## config.mk

```make
export PLATFORM = sky130hd
export DESIGN_NAME = lcsi_front
export DESIGN_NICKNAME = d
export VERILOG_FILES = /design/src/hdl/lcsi_pkg.sv /design/src/hdl/lcsi_front.sv
export SDC_FILE = /design/constraint.sdc
export NUM_CORES = 1
export LEC_CHECK = 0
export BUFFER_PORTS_ARGS = -buffer_cell sky130_fd_sc_hd__buf_4
export CAP_MARGIN = 25
export CELL_PAD_IN_SITES_DETAIL_PLACEMENT = 0
export CELL_PAD_IN_SITES_GLOBAL_PLACEMENT = 1
export CORE_MARGIN = 5
export CORE_UTILIZATION = 28
export DETAILED_ROUTE_END_ITERATION = 7
export PLACE_DENSITY = 0.81
export SYNTH_ARGS = -nofsm -noshare
export SYNTH_HDL_FRONTEND = slang
export SYNTH_SLANG_ARGS = --single-unit
```

## constraint.sdc

```tcl
create_clock -name clk -period 5.1 [get_ports clk]
set_clock_uncertainty 0.1 [all_clocks]
set_input_delay 1.02 -clock clk [delete_from_list [all_inputs] [get_ports clk]]
set_output_delay 1.02 -clock clk [all_outputs]
set_load 0.1 [all_outputs]
```

## src/hdl/lcsi_pkg.sv

```systemverilog
// Shared constants, codes and beat types of the label counting-sort index.
`default_nettype none

package lcsi_pkg;

	localparam int MAX_VERTICES = 1024;
	localparam int MAX_LABELS   = 64;

	localparam int KIND_W   = 2;
	localparam int LABEL_W  = $clog2(MAX_LABELS);
	localparam int POS_W    = $clog2(MAX_VERTICES);
	localparam int CNT_W    = POS_W + 1;
	localparam int OFS_AW   = $clog2(MAX_LABELS + 1);
	localparam int LCNT_W   = 7;
	localparam int STATUS_W = 2;

	localparam logic [LCNT_W-1:0] LCNT_RESET = LCNT_W'(64);

	localparam logic [KIND_W-1:0] KIND_LOAD        = 2'd0;
	localparam logic [KIND_W-1:0] KIND_BUILD       = 2'd1;
	localparam logic [KIND_W-1:0] KIND_READ_ENTRY  = 2'd2;
	localparam logic [KIND_W-1:0] KIND_READ_START  = 2'd3;

	localparam logic [STATUS_W-1:0] ST_OK          = 2'd0;
	localparam logic [STATUS_W-1:0] ST_LABEL_RANGE = 2'd1;
	localparam logic [STATUS_W-1:0] ST_FULL        = 2'd2;
	localparam logic [STATUS_W-1:0] ST_NOT_BUILT   = 2'd3;

	typedef enum logic [2:0] {
		OP_LOAD,
		OP_LOAD_BAD,
		OP_BUILD,
		OP_READ_ENTRY,
		OP_READ_START,
		OP_READ_START_BAD
	} op_t;

	typedef struct packed {
		op_t                op;
		logic [LABEL_W-1:0] label;
		logic [POS_W-1:0]   position;
	} lcsi_item_t;

	typedef struct packed {
		logic [STATUS_W-1:0] status;
		logic [POS_W-1:0]    vertex_id;
		logic [CNT_W-1:0]    label_start;
		logic [CNT_W-1:0]    vertex_total;
	} lcsi_result_t;

endpackage

`default_nettype wire

```

## src/hdl/lcsi_front.sv

```systemverilog
// Front end: label count register, input beat acceptance and classification.
`default_nettype none

module lcsi_front (
	input  logic                         clk,
	input  logic                         arst_n,
	input  logic                         item_valid,
	output logic                         item_stall,
	input  logic [lcsi_pkg::KIND_W-1:0]  kind,
	input  logic [lcsi_pkg::LABEL_W-1:0] label,
	input  logic [lcsi_pkg::POS_W-1:0]   position,
	input  logic                         cfg_valid,
	output logic                         cfg_ready,
	input  logic [lcsi_pkg::LCNT_W-1:0]  label_count,
	output logic                         push_valid,
	input  logic                         push_ready,
	output lcsi_pkg::lcsi_item_t         push_item
);
	import lcsi_pkg::*;

	logic [LCNT_W-1:0] label_count_q;
	logic [LCNT_W-1:0] lim;
	logic [LCNT_W-1:0] label_ext;

	assign cfg_ready = 1'b1;

	always_ff @(posedge clk or negedge arst_n) begin
		if (!arst_n) begin
			label_count_q <= LCNT_RESET;
		end else if (cfg_valid && cfg_ready) begin
			label_count_q <= label_count;
		end
	end

	// clamp the register to the label space
	assign lim       = (label_count_q > LCNT_W'(MAX_LABELS)) ? LCNT_W'(MAX_LABELS)
	                                                         : label_count_q;
	assign label_ext = LCNT_W'(label);

	always_comb begin
		push_item.label    = label;
		push_item.position = position;
		case (kind)
			KIND_LOAD: begin
				push_item.op = (label_ext >= lim) ? OP_LOAD_BAD : OP_LOAD;
			end
			KIND_BUILD: begin
				push_item.op = OP_BUILD;
			end
			KIND_READ_ENTRY: begin
				push_item.op = OP_READ_ENTRY;
			end
			KIND_READ_START: begin
				push_item.op = (label_ext > lim) ? OP_READ_START_BAD : OP_READ_START;
			end
			default: begin
				push_item.op = OP_BUILD;
			end
		endcase
	end

	assign push_valid = item_valid;
	assign item_stall = !push_ready;

endmodule

`default_nettype wire

```

==> results.sh <==
export IMPL_grt_pass1_wl_mm=1.88
export IMPL_cts_tree="done"
export IMPL_reg2reg_from="label_count_q[6]"
export IMPL_drc=0
export IMPL_drt_iter0_drc=6
export IMPL_synth_avg_cell_area_um2=10.3
export IMPL_critPathMostFrequentCell="buf_4"
export IMPL_synth_cell_type_count=20
export IMPL_path_delay_family="compound AO/OA/AOI/OAI gates"
export IMPL_ys_top_cells_by_count="buf_4 (18), ha_1 (9), dfrtp_1 (6), nand2b_1 (6), mux2_2 (5)"
export IMPL_vdd_drop_max_mv=0.112
export IMPL_initial_core_util=0.295
export IMPL_postCtsSetupRepairBufs=0
export IMPL_placed_cell_area_um2=764
export IMPL_top_register="label_count_q"
export IMPL_min_to="label_count_q[0]"
export IMPL_grt_pass1_vias=455
export IMPL_cts_resized=0
export IMPL_gr_total_overflow=0
export IMPL_dieHeight_um=58.5
export IMPL_cp_slowest_cell="o32a_1"
export IMPL_critical_path_max_fanout=2
export IMPL_grt_antenna_before_repair=0
export IMPL_ctsHtreeMaxLevel=1
export IMPL_grt_max_degree=10
export IMPL_setup_viol=0
export IMPL_drv_slew=0
export IMPL_p_leak_nw=0.401
export IMPL_ys_warn_count=0
export IMPL_yosys_cell_count_top_type="buf_4"
export IMPL_ys_top_cells_by_area="dfrtp_1 (23%), buf_4 (20%), ha_1 (17%)"
export IMPL_vias=442
export IMPL_wl_per_cell_um=10.5
export IMPL_synth_flop_cell="dfrtp_1"
export IMPL_largest_register_ff_count=7
export IMPL_synthArstFlopShare=1.00
export IMPL_arrival_ns=2.36
export IMPL_start_kind="input pin"
export IMPL_path_cells="buf_4 > ha_1 > nand4b_4 > o32a_1 > o22ai_2 > buf_4"
export IMPL_setup_worst_path_class="in -> out"
export IMPL_syn_nets=103
export IMPL_period_share=0.683
export IMPL_ys_ff_latch=7
export IMPL_power_density_mw_per_mm2=261
export IMPL_crit_required_ns=3.98
export IMPL_end_kind="output pin"
export IMPL_diodes=0
export IMPL_max_freq_mhz=287
export IMPL_reg_top3="label_count_q: 7 flops"
export IMPL_cts_buffer_depth=2
export IMPL_grt_use_total=0.0676
export IMPL_slowest_delay_ns=0.37
export IMPL_setup_tns_ns=0
export IMPL_hold_start="label_count_q[0]"
export IMPL_cts_buffers=3
export IMPL_yosysSeqAreaShare=0.268
export IMPL_port_buffers=28
export IMPL_vias_per_cell=4.21
export IMPL_gp_congestion=0.642
export IMPL_stdcell_area_um2=791
export IMPL_ant_nets=0
export IMPL_crit_reg2reg_capture="label_count_q[6]"
export IMPL_cts_root_buf="clkbuf_4"
export IMPL_post_route_util=0.354
export IMPL_synth_edf_count=0
export IMPL_yosysTopAreaCellShare=0.228
export IMPL_clkTransAtPathRegs_ns=0.05
export IMPL_ios=52
export IMPL_reg2reg_depth=1
export IMPL_critPathBufInv=2
export IMPL_dpl_hpwl_mm=1.03
export IMPL_status="completed"
export IMPL_core_area_mm2=0.00223
export IMPL_finalNetCount=117
export IMPL_routed_wl_mm=1.10
export IMPL_rsz0062_at_grt="no"
export IMPL_dieArea_mm2=0.00343
export IMPL_areaGrowthSynthToFinish_pct=19.9
export IMPL_holdPathStages=1
export IMPL_drive_gt1_frac=0.506
export IMPL_r2r_slack_ns=4.22
export IMPL_cts_hold_buf=0
export IMPL_rows=17
export IMPL_clkLatencyLatePin_ns=0.24
export IMPL_synth_cells=64
export IMPL_first_pass_iters=4
export IMPL_min_path_type="reg -> reg"
export IMPL_period_minus_slack_ns=3.48
export IMPL_syn_area_um2=659
export IMPL_finalHoldViolCount=0
export IMPL_maxCapViolCount=0
export IMPL_yosysTopAreaCell="dfrtp_1"
export IMPL_cts_sinks=7
export IMPL_fp_dieW_um=58.5
## area by class of cell
| type | count | area [um^2] |
|---|---|---|
| well taps | 28 | 35.0 |
| flip-flops and latches | 7 | 176 |
| repair buffers | 28 | 210 |
| inverters | 4 | 15.0 |
| multi-input cells | 34 | 328 |
| fillers | 243 | 1440 |
| clock buffers | 4 | 26.3 |
## cells in the final DEF, fill, tap and decap left out
master	count
buf_4	28
ha_1	9
nand2b_1	6
dfrtp_1	6
mux2_2	5
inv_1	4
clkbuf_4	3
nor2b_1	2
mux2_1	2
nand4b_4	1
a211oi_1	1
nor2_1	1
a21o_1	1
a21oi_1	1
o32a_1	1
nand3_1	1
o211ai_1	1
o22ai_2	1
conb_1	1
clkbuf_1	1
dfstp_2	1
## cell families (layout without fill, tap and decap cells)
family,after synthesis,in the layout,share of synthesized area
and+or+nand+nor,11,11,0.125
other,1,1,0.00569
DFF,7,7,0.268
buffers and inverters,23,36,0.235
AOI/OAI and AO/OA,6,6,0.0759
muxes,7,7,0.120
adders and majority gates,9,9,0.171
## layer usage
| layer | up-vias | routed length (um) | track usage |
|---|---|---|---|
| met1 | 192 | 401 | 0.0807 |
| li1 | 223 | - | - |
| met5 | - | 0 | 0 |
| met2 | 25 | 564 | 0.110 |
| met3 | 2 | 135 | 0.0219 |
| met4 | 0 | 4 | 0.0298 |
## through the flow
step	hold slack [ns]	worst slack [ns]	instances	power, W
3_3_place_gp	0.364	1.62	101	0.000160
5_1_grt	0.413	1.56	105	0.000220
3_5_place_dp	0.378	1.61	101	0.000161
2_1_floorplan	0.350	1.36	64	0.000181
4_1_cts	0.389	1.60	105	0.000210
6_report	0.382	1.62	105	0.000207
## where the power goes
| group | switching (W) | internal, W |
|---|---|---|
| Clock | 0.0000181 | 0.0000297 |
| Combinational | 0.0000599 | 0.0000332 |
| Sequential | 0.00000370 | 0.0000619 |
| Total | 0.0000817 | 0.000125 |
## worst max path at each step
stage	from	endpoint	slack, ns	cells after the start
final	label[5]	push_item[16]	1.62	6
after global routing	label[5]	push_item[16]	1.56	6
after CTS	label[5]	push_item[16]	1.60	6
after detailed placement	label[5]	push_item[16]	1.61	6
after global placement	label[5]	push_item[16]	1.62	6
after floorplan	label[0]	push_item[16]	1.36	6
Power figures use the tool's default switching activity.
