$ cat config.mk
export PLATFORM = sky130hd
export DESIGN_NAME = lcsi_queue
export DESIGN_NICKNAME = d
export VERILOG_FILES = /design/src/hdl/lcsi_pkg.sv /design/src/hdl/lcsi_queue.sv
export SDC_FILE = /design/constraint.sdc
export NUM_CORES = 1
export LEC_CHECK = 0
export BUFFER_PORTS_ARGS = -buffer_cell sky130_fd_sc_hd__buf_2
export CAP_MARGIN = 20
export CORE_MARGIN = 4
export CORE_UTILIZATION = 35
export CTS_BUF_LIST = sky130_fd_sc_hd__clkbuf_8 sky130_fd_sc_hd__clkbuf_16
export DETAILED_ROUTE_END_ITERATION = 10
export HOLD_SLACK_MARGIN = 0.05
export PLACE_DENSITY_LB_ADDON = 0.1
export SKIP_LAST_GASP = 1
export SLEW_MARGIN = 20
export SYNTH_ARGS = -nofsm -noshare
export SYNTH_HDL_FRONTEND = slang
export SYNTH_SLANG_ARGS = --single-unit
$ cat constraint.sdc
create_clock -name clk -period 3.2 [get_ports clk]
set_clock_uncertainty 0.05 [all_clocks]
set_input_delay 0.48 -clock clk [delete_from_list [all_inputs] [get_ports clk]]
set_output_delay 0.48 -clock clk [all_outputs]
set_load 0.01 [all_outputs]
$ cat src/hdl/lcsi_pkg.sv
// Shared constants, codes and beat types of the label counting-sort index.
`default_nettype none

package lcsi_pkg;

	localparam int MAX_VERTICES = 1024;
	localparam int MAX_LABELS   = 64;

	localparam int KIND_W   = 2;
	localparam int LABEL_W  = $clog2(MAX_LABELS);
	localparam int POS_W    = $clog2(MAX_VERTICES);
	localparam int CNT_W    = POS_W + 1;
	localparam int OFS_AW   = $clog2(MAX_LABELS + 1);
	localparam int LCNT_W   = 7;
	localparam int STATUS_W = 2;

	localparam logic [LCNT_W-1:0] LCNT_RESET = LCNT_W'(64);

	localparam logic [KIND_W-1:0] KIND_LOAD        = 2'd0;
	localparam logic [KIND_W-1:0] KIND_BUILD       = 2'd1;
	localparam logic [KIND_W-1:0] KIND_READ_ENTRY  = 2'd2;
	localparam logic [KIND_W-1:0] KIND_READ_START  = 2'd3;

	localparam logic [STATUS_W-1:0] ST_OK          = 2'd0;
	localparam logic [STATUS_W-1:0] ST_LABEL_RANGE = 2'd1;
	localparam logic [STATUS_W-1:0] ST_FULL        = 2'd2;
	localparam logic [STATUS_W-1:0] ST_NOT_BUILT   = 2'd3;

	typedef enum logic [2:0] {
		OP_LOAD,
		OP_LOAD_BAD,
		OP_BUILD,
		OP_READ_ENTRY,
		OP_READ_START,
		OP_READ_START_BAD
	} op_t;

	typedef struct packed {
		op_t                op;
		logic [LABEL_W-1:0] label;
		logic [POS_W-1:0]   position;
	} lcsi_item_t;

	typedef struct packed {
		logic [STATUS_W-1:0] status;
		logic [POS_W-1:0]    vertex_id;
		logic [CNT_W-1:0]    label_start;
		logic [CNT_W-1:0]    vertex_total;
	} lcsi_result_t;

endpackage

`default_nettype wire

$ cat src/hdl/lcsi_queue.sv
// Two-entry queue of classified beats between front and back end.
`default_nettype none

module lcsi_queue (
	input  logic                 clk,
	input  logic                 arst_n,
	input  logic                 push_valid,
	output logic                 push_ready,
	input  lcsi_pkg::lcsi_item_t push_item,
	output logic                 pop_valid,
	input  logic                 pop_ready,
	output lcsi_pkg::lcsi_item_t pop_item
);
	import lcsi_pkg::*;

	localparam int DEPTH  = 2;
	localparam int PTR_W  = $clog2(DEPTH);
	localparam int FILL_W = $clog2(DEPTH + 1);

	lcsi_item_t        entry_q [DEPTH];
	logic [PTR_W-1:0]  wr_ptr_q;
	logic [PTR_W-1:0]  rd_ptr_q;
	logic [FILL_W-1:0] fill_q;
	logic              push;
	logic              pop;

	assign push_ready = (fill_q != FILL_W'(DEPTH));
	assign pop_valid  = (fill_q != '0);
	assign push       = push_valid && push_ready;
	assign pop        = pop_valid && pop_ready;
	assign pop_item   = entry_q[rd_ptr_q];

	always_ff @(posedge clk or negedge arst_n) begin
		if (!arst_n) begin
			wr_ptr_q <= '0;
			rd_ptr_q <= '0;
			fill_q   <= '0;
		end else begin
			if (push) begin
				wr_ptr_q <= (wr_ptr_q == PTR_W'(DEPTH - 1)) ? '0 : wr_ptr_q + PTR_W'(1);
			end
			if (pop) begin
				rd_ptr_q <= (rd_ptr_q == PTR_W'(DEPTH - 1)) ? '0 : rd_ptr_q + PTR_W'(1);
			end
			if (push && !pop) begin
				fill_q <= fill_q + FILL_W'(1);
			end else if (pop && !push) begin
				fill_q <= fill_q - FILL_W'(1);
			end
		end
	end

	always_ff @(posedge clk) begin
		if (push) begin
			entry_q[wr_ptr_q] <= push_item;
		end
	end

endmodule

`default_nettype wire

==> impl_metrics.xml <==
<?xml version="1.0" encoding="UTF-8"?>
<metrics>
  <group name="worst_setup_path">
    <metric name="cell_with_the_largest_stage_delay_on_the_worst_path" unit="">dfrtp_1</metric>
    <metric name="cp_cell_sequence" unit="">mux2_2 &gt; buf_2</metric>
    <metric name="reg_to_reg_endpoint" unit="">entry_q[1][2]$_DFFE_PP_</metric>
    <metric name="timing.critical_path.arrival" unit="ns">1.78</metric>
    <metric name="worst-path-stages" unit="">2</metric>
    <metric name="timing.critical_path.buf_inv" unit="">1</metric>
    <metric name="endpoint" unit="">pop_item[10]</metric>
    <metric name="worst_setup_path_startpoint" unit="">rd_ptr_q$_DFFE_PN0P_</metric>
    <metric name="r2r_setup_slack" unit="ns">1.39</metric>
    <metric name="path_class" unit="">flop to primary output</metric>
    <metric name="r2r-start" unit="">fill_q[0]$_DFFE_PN0P_</metric>
    <metric name="r2r_cells" unit="">2</metric>
    <metric name="slowest_delay" unit="ns">0.92</metric>
    <metric name="worst-path-max-fanout" unit="">20</metric>
    <metric name="worst_path_dominant_cell_family" unit="">flip-flops</metric>
    <metric name="critPathRequiredTime" unit="ns">2.67</metric>
    <metric name="worst_setup_start_kind" unit="">flop</metric>
    <metric name="worstSetupEndpointType" unit="">primary output</metric>
  </group>
  <group name="sta">
    <metric name="timing.final.hold_violations" unit="">0</metric>
    <metric name="finalCritPeriodShare" unit="%">72.2</metric>
    <metric name="max_freq" unit="GHz">0.433</metric>
    <metric name="max-slew-margin-rel" unit="%">36.5</metric>
    <metric name="report.final.slew_viol_count" unit="">0</metric>
    <metric name="hold_ws" unit="ns">0.324</metric>
    <metric name="rsz_0062_raised_after_global_routing" unit="">false</metric>
    <metric name="report.final.setup_viol" unit="">0</metric>
    <metric name="final.setup.tns" unit="ns">0</metric>
    <metric name="least_margin_pin_slew" unit="ns">0.952</metric>
    <metric name="fin_crit" unit="ns">2.31</metric>
  </group>
  <group name="synth">
    <metric name="synth.largest_area_cell" unit="">edfxtp_1</metric>
    <metric name="yosys.cell_types.count" unit="">14</metric>
    <metric name="post_synth.cell_area_avg" unit="µm²">20.6</metric>
    <metric name="synth_enable_flop_cells" unit="">38</metric>
    <metric name="ys_seq_area_share" unit="%">78.1</metric>
    <metric name="postSynth.asyncResetShare" unit="%">9.52</metric>
    <metric name="synth_ff_type" unit="">edfxtp_1</metric>
    <metric name="yosysMostFrequentCell" unit="">edfxtp_1</metric>
    <metric name="synthTopCellsByCount" unit="">38 x edfxtp_1, 19 x mux2_2, 4 x dfrtp_1</metric>
    <metric name="ys_seq_elements" unit="">42</metric>
    <metric name="synth_top_area_share" unit="%">71.8</metric>
    <metric name="synthCells" unit="">77</metric>
    <metric name="synthTopCellsByArea" unit="">edfxtp_1 72%, mux2_2 13%, dfrtp_1 6.3%</metric>
    <metric name="synth.cell_area" unit="µm²">1590</metric>
    <metric name="yosysWarnings" unit="">0</metric>
    <metric name="syn-num-nets" unit="">101</metric>
  </group>
  <group name="cts">
    <metric name="cts.htree.levels" unit="">2</metric>
    <metric name="cts.root.buffer_cell" unit="">clkbuf_8</metric>
    <metric name="insertion_delay" unit="ns">0.29</metric>
    <metric name="cts.sinks" unit="">42</metric>
    <metric name="cts_tree" unit="">built</metric>
    <metric name="post-cts-setup-buffers" unit="">0</metric>
    <metric name="clk_pin_slew" unit="ns">0.07</metric>
    <metric name="number_of_buffers_created_by_cts" unit="">5</metric>
    <metric name="clockBufferDepth" unit="">2</metric>
  </group>
  <group name="drt">
    <metric name="routed_wire_length" unit="µm">2700</metric>
    <metric name="viasPerCell" unit="">4.58</metric>
    <metric name="detail_route.wl_per_cell" unit="µm">15.0</metric>
    <metric name="via_count" unit="">825</metric>
    <metric name="drt.antenna.violating_nets" unit="">0</metric>
    <metric name="drc_errors" unit="">0</metric>
    <metric name="detail_route.first_pass.iterations" unit="">3</metric>
    <metric name="detail_route.iter0.violations" unit="">24</metric>
  </group>
  <group name="run">
    <metric name="maxCapViolations" unit="">0</metric>
  </group>
  <group name="layout">
    <metric name="sequential_area" unit="µm²">1240</metric>
    <metric name="num-nets-final" unit="">151</metric>
    <metric name="antenna_cells" unit="">0</metric>
    <metric name="multi_input_area" unit="µm²">324</metric>
    <metric name="final_layout_size_suffix_gt1_share" unit="%">57.8</metric>
    <metric name="fill_cell_instance_count_of_the_final_layout" unit="">400</metric>
    <metric name="area_growth" unit="%">23.8</metric>
  </group>
  <group name="die">
    <metric name="fp.dieArea" unit="µm²">5680</metric>
    <metric name="core_region" unit="µm²">4380</metric>
    <metric name="initial_core_util" unit="%">36.2</metric>
    <metric name="die-width" unit="µm">75.4</metric>
    <metric name="number_of_i_o_pins" unit="">44</metric>
    <metric name="rows" unit="">24</metric>
    <metric name="die_h" unit="µm">75.4</metric>
  </group>
  <group name="global_route">
    <metric name="grt.total_usage" unit="%">9.92</metric>
    <metric name="global_route.usage.met3" unit="%">4.62</metric>
    <metric name="global_route.usage.met2" unit="%">16.7</metric>
    <metric name="number_of_global_route_vias_before_repair" unit="">860</metric>
    <metric name="grt_busiest_layer" unit="">met2</metric>
    <metric name="grt.met1_usage" unit="%">10.6</metric>
    <metric name="antenna_found_initial" unit="">0</metric>
    <metric name="grt_remaining_overflow" unit="">0</metric>
    <metric name="grt_start_max_net_pins" unit="">21</metric>
    <metric name="grt_first_pass_wirelength" unit="µm">3940</metric>
  </group>
  <group name="placement">
    <metric name="io_buffer_count" unit="">43</metric>
    <metric name="hpwl" unit="µm">1850</metric>
    <metric name="final_weighted_congestion_in_routability_driven_placement" unit="">0.660</metric>
  </group>
  <group name="power">
    <metric name="power.density" unit="nW/µm²">883</metric>
    <metric name="leakage_power" unit="nW">0.764</metric>
    <metric name="max_vdd_drop" unit="mV">0.327</metric>
  </group>
  <group name="hold_path">
    <metric name="hold_path.class" unit="">primary input to flop</metric>
  </group>
  <group name="run_status">
    <metric name="outcome" unit="">completed</metric>
  </group>
</metrics>
## cells by family (layout without fill, tap and decap cells)
logic type / Yosys count / in the layout / share of synthesized area (%)
XOR/XNOR: 5 / 5 / 2.76
adder cells (fa/ha/maj): 1 / 1 / 0.787
buffers and inverters: 3 / 54 / 1.65
flip-flops: 42 / 42 / 78.1
multiplexers: 19 / 19 / 13.5
AND/OR/NAND/NOR: 7 / 7 / 3.23
## worst min-delay path by stage
stage	from	end	cells past startpoint
CTS	push_item[18]	entry_q[0][18]$_DFFE_PP_	1
finish	push_item[18]	entry_q[0][18]$_DFFE_PP_	1
detailed placement	arst_n	fill_q[0]$_DFFE_PN0P_	1
floorplan	arst_n	fill_q[0]$_DFFE_PN0P_	0
global route	push_item[13]	entry_q[0][13]$_DFFE_PP_	1
global placement	arst_n	fill_q[1]$_DFFE_PN0P_	1
## metrics by stage
stage	power, mW	util, %	std cells	cell area (µm²)	worst slack, ns
floorplan	1.21	-	77	1590	1.29
global placement	1.39	42.4	171	1860	1.17
detailed placement	1.40	42.4	171	1860	1.18
CTS	1.77	44.9	180	1970	0.848
global route	1.83	44.9	180	1970	0.795
finish	1.74	44.9	180	1970	0.891
## report_power, final
group          internal, mW  switching (mW)  leakage (nW)
clock                 0.194           0.169        0.0519
sequential            0.756          0.0961         0.400
combinational         0.271           0.250         0.312
## layer usage
metal / wire (µm) / up-vias / part of all wire [%]
met5: 0 / - / 0
met4: 44 / 0 / 1.6
met3: 194 / 6 / 7.2
met2: 1340 / 31 / 49
met1: 1130 / 397 / 42
li1: - / 391 / -
## placed cells by master (no fill, tap or decap), drive strengths merged
cell type    netlist  final
buf                2     44
edfxtp            38     38
mux2              19     19
clkbuf             0      7
dfrtp              4      4
xnor2              3      3
xor2               2      2
nand2              2      2
nor2               2      2
nand2b             1      1
inv                1      1
or2                1      1
and3               1      1
ha                 1      1
clkinv             0      1
dlygate4sd3        0      1
## cell type report
class                           instances  share of cell area (%)
Clock buffer                            7                    4.90
Multi-Input combinational cell         32                    16.5
Sequential cell                        42                    63.1
Clock inverter                          1                   0.191
Tap cell                               52                    3.31
Inverter                                1                   0.191
Timing Repair Buffer                   45                    11.8
## timing repair
action                    CTS  global route
hold endpoints to repair    4             0
hold buffers                1             0
resized for setup           0             0
## sequential cells by signal, indices dropped and copies added (netlist names)
name / cells
entry_q: 38
fill_q: 2
rd_ptr_q: 1
wr_ptr_q: 1
## worst register-to-register path, cell delays in order (launching register included)
cell	delay [ns]
dfrtp_1	0.43
nand2b_4	0.16
and3_1	0.79
Note: power is estimated with default switching activity, not from simulation.
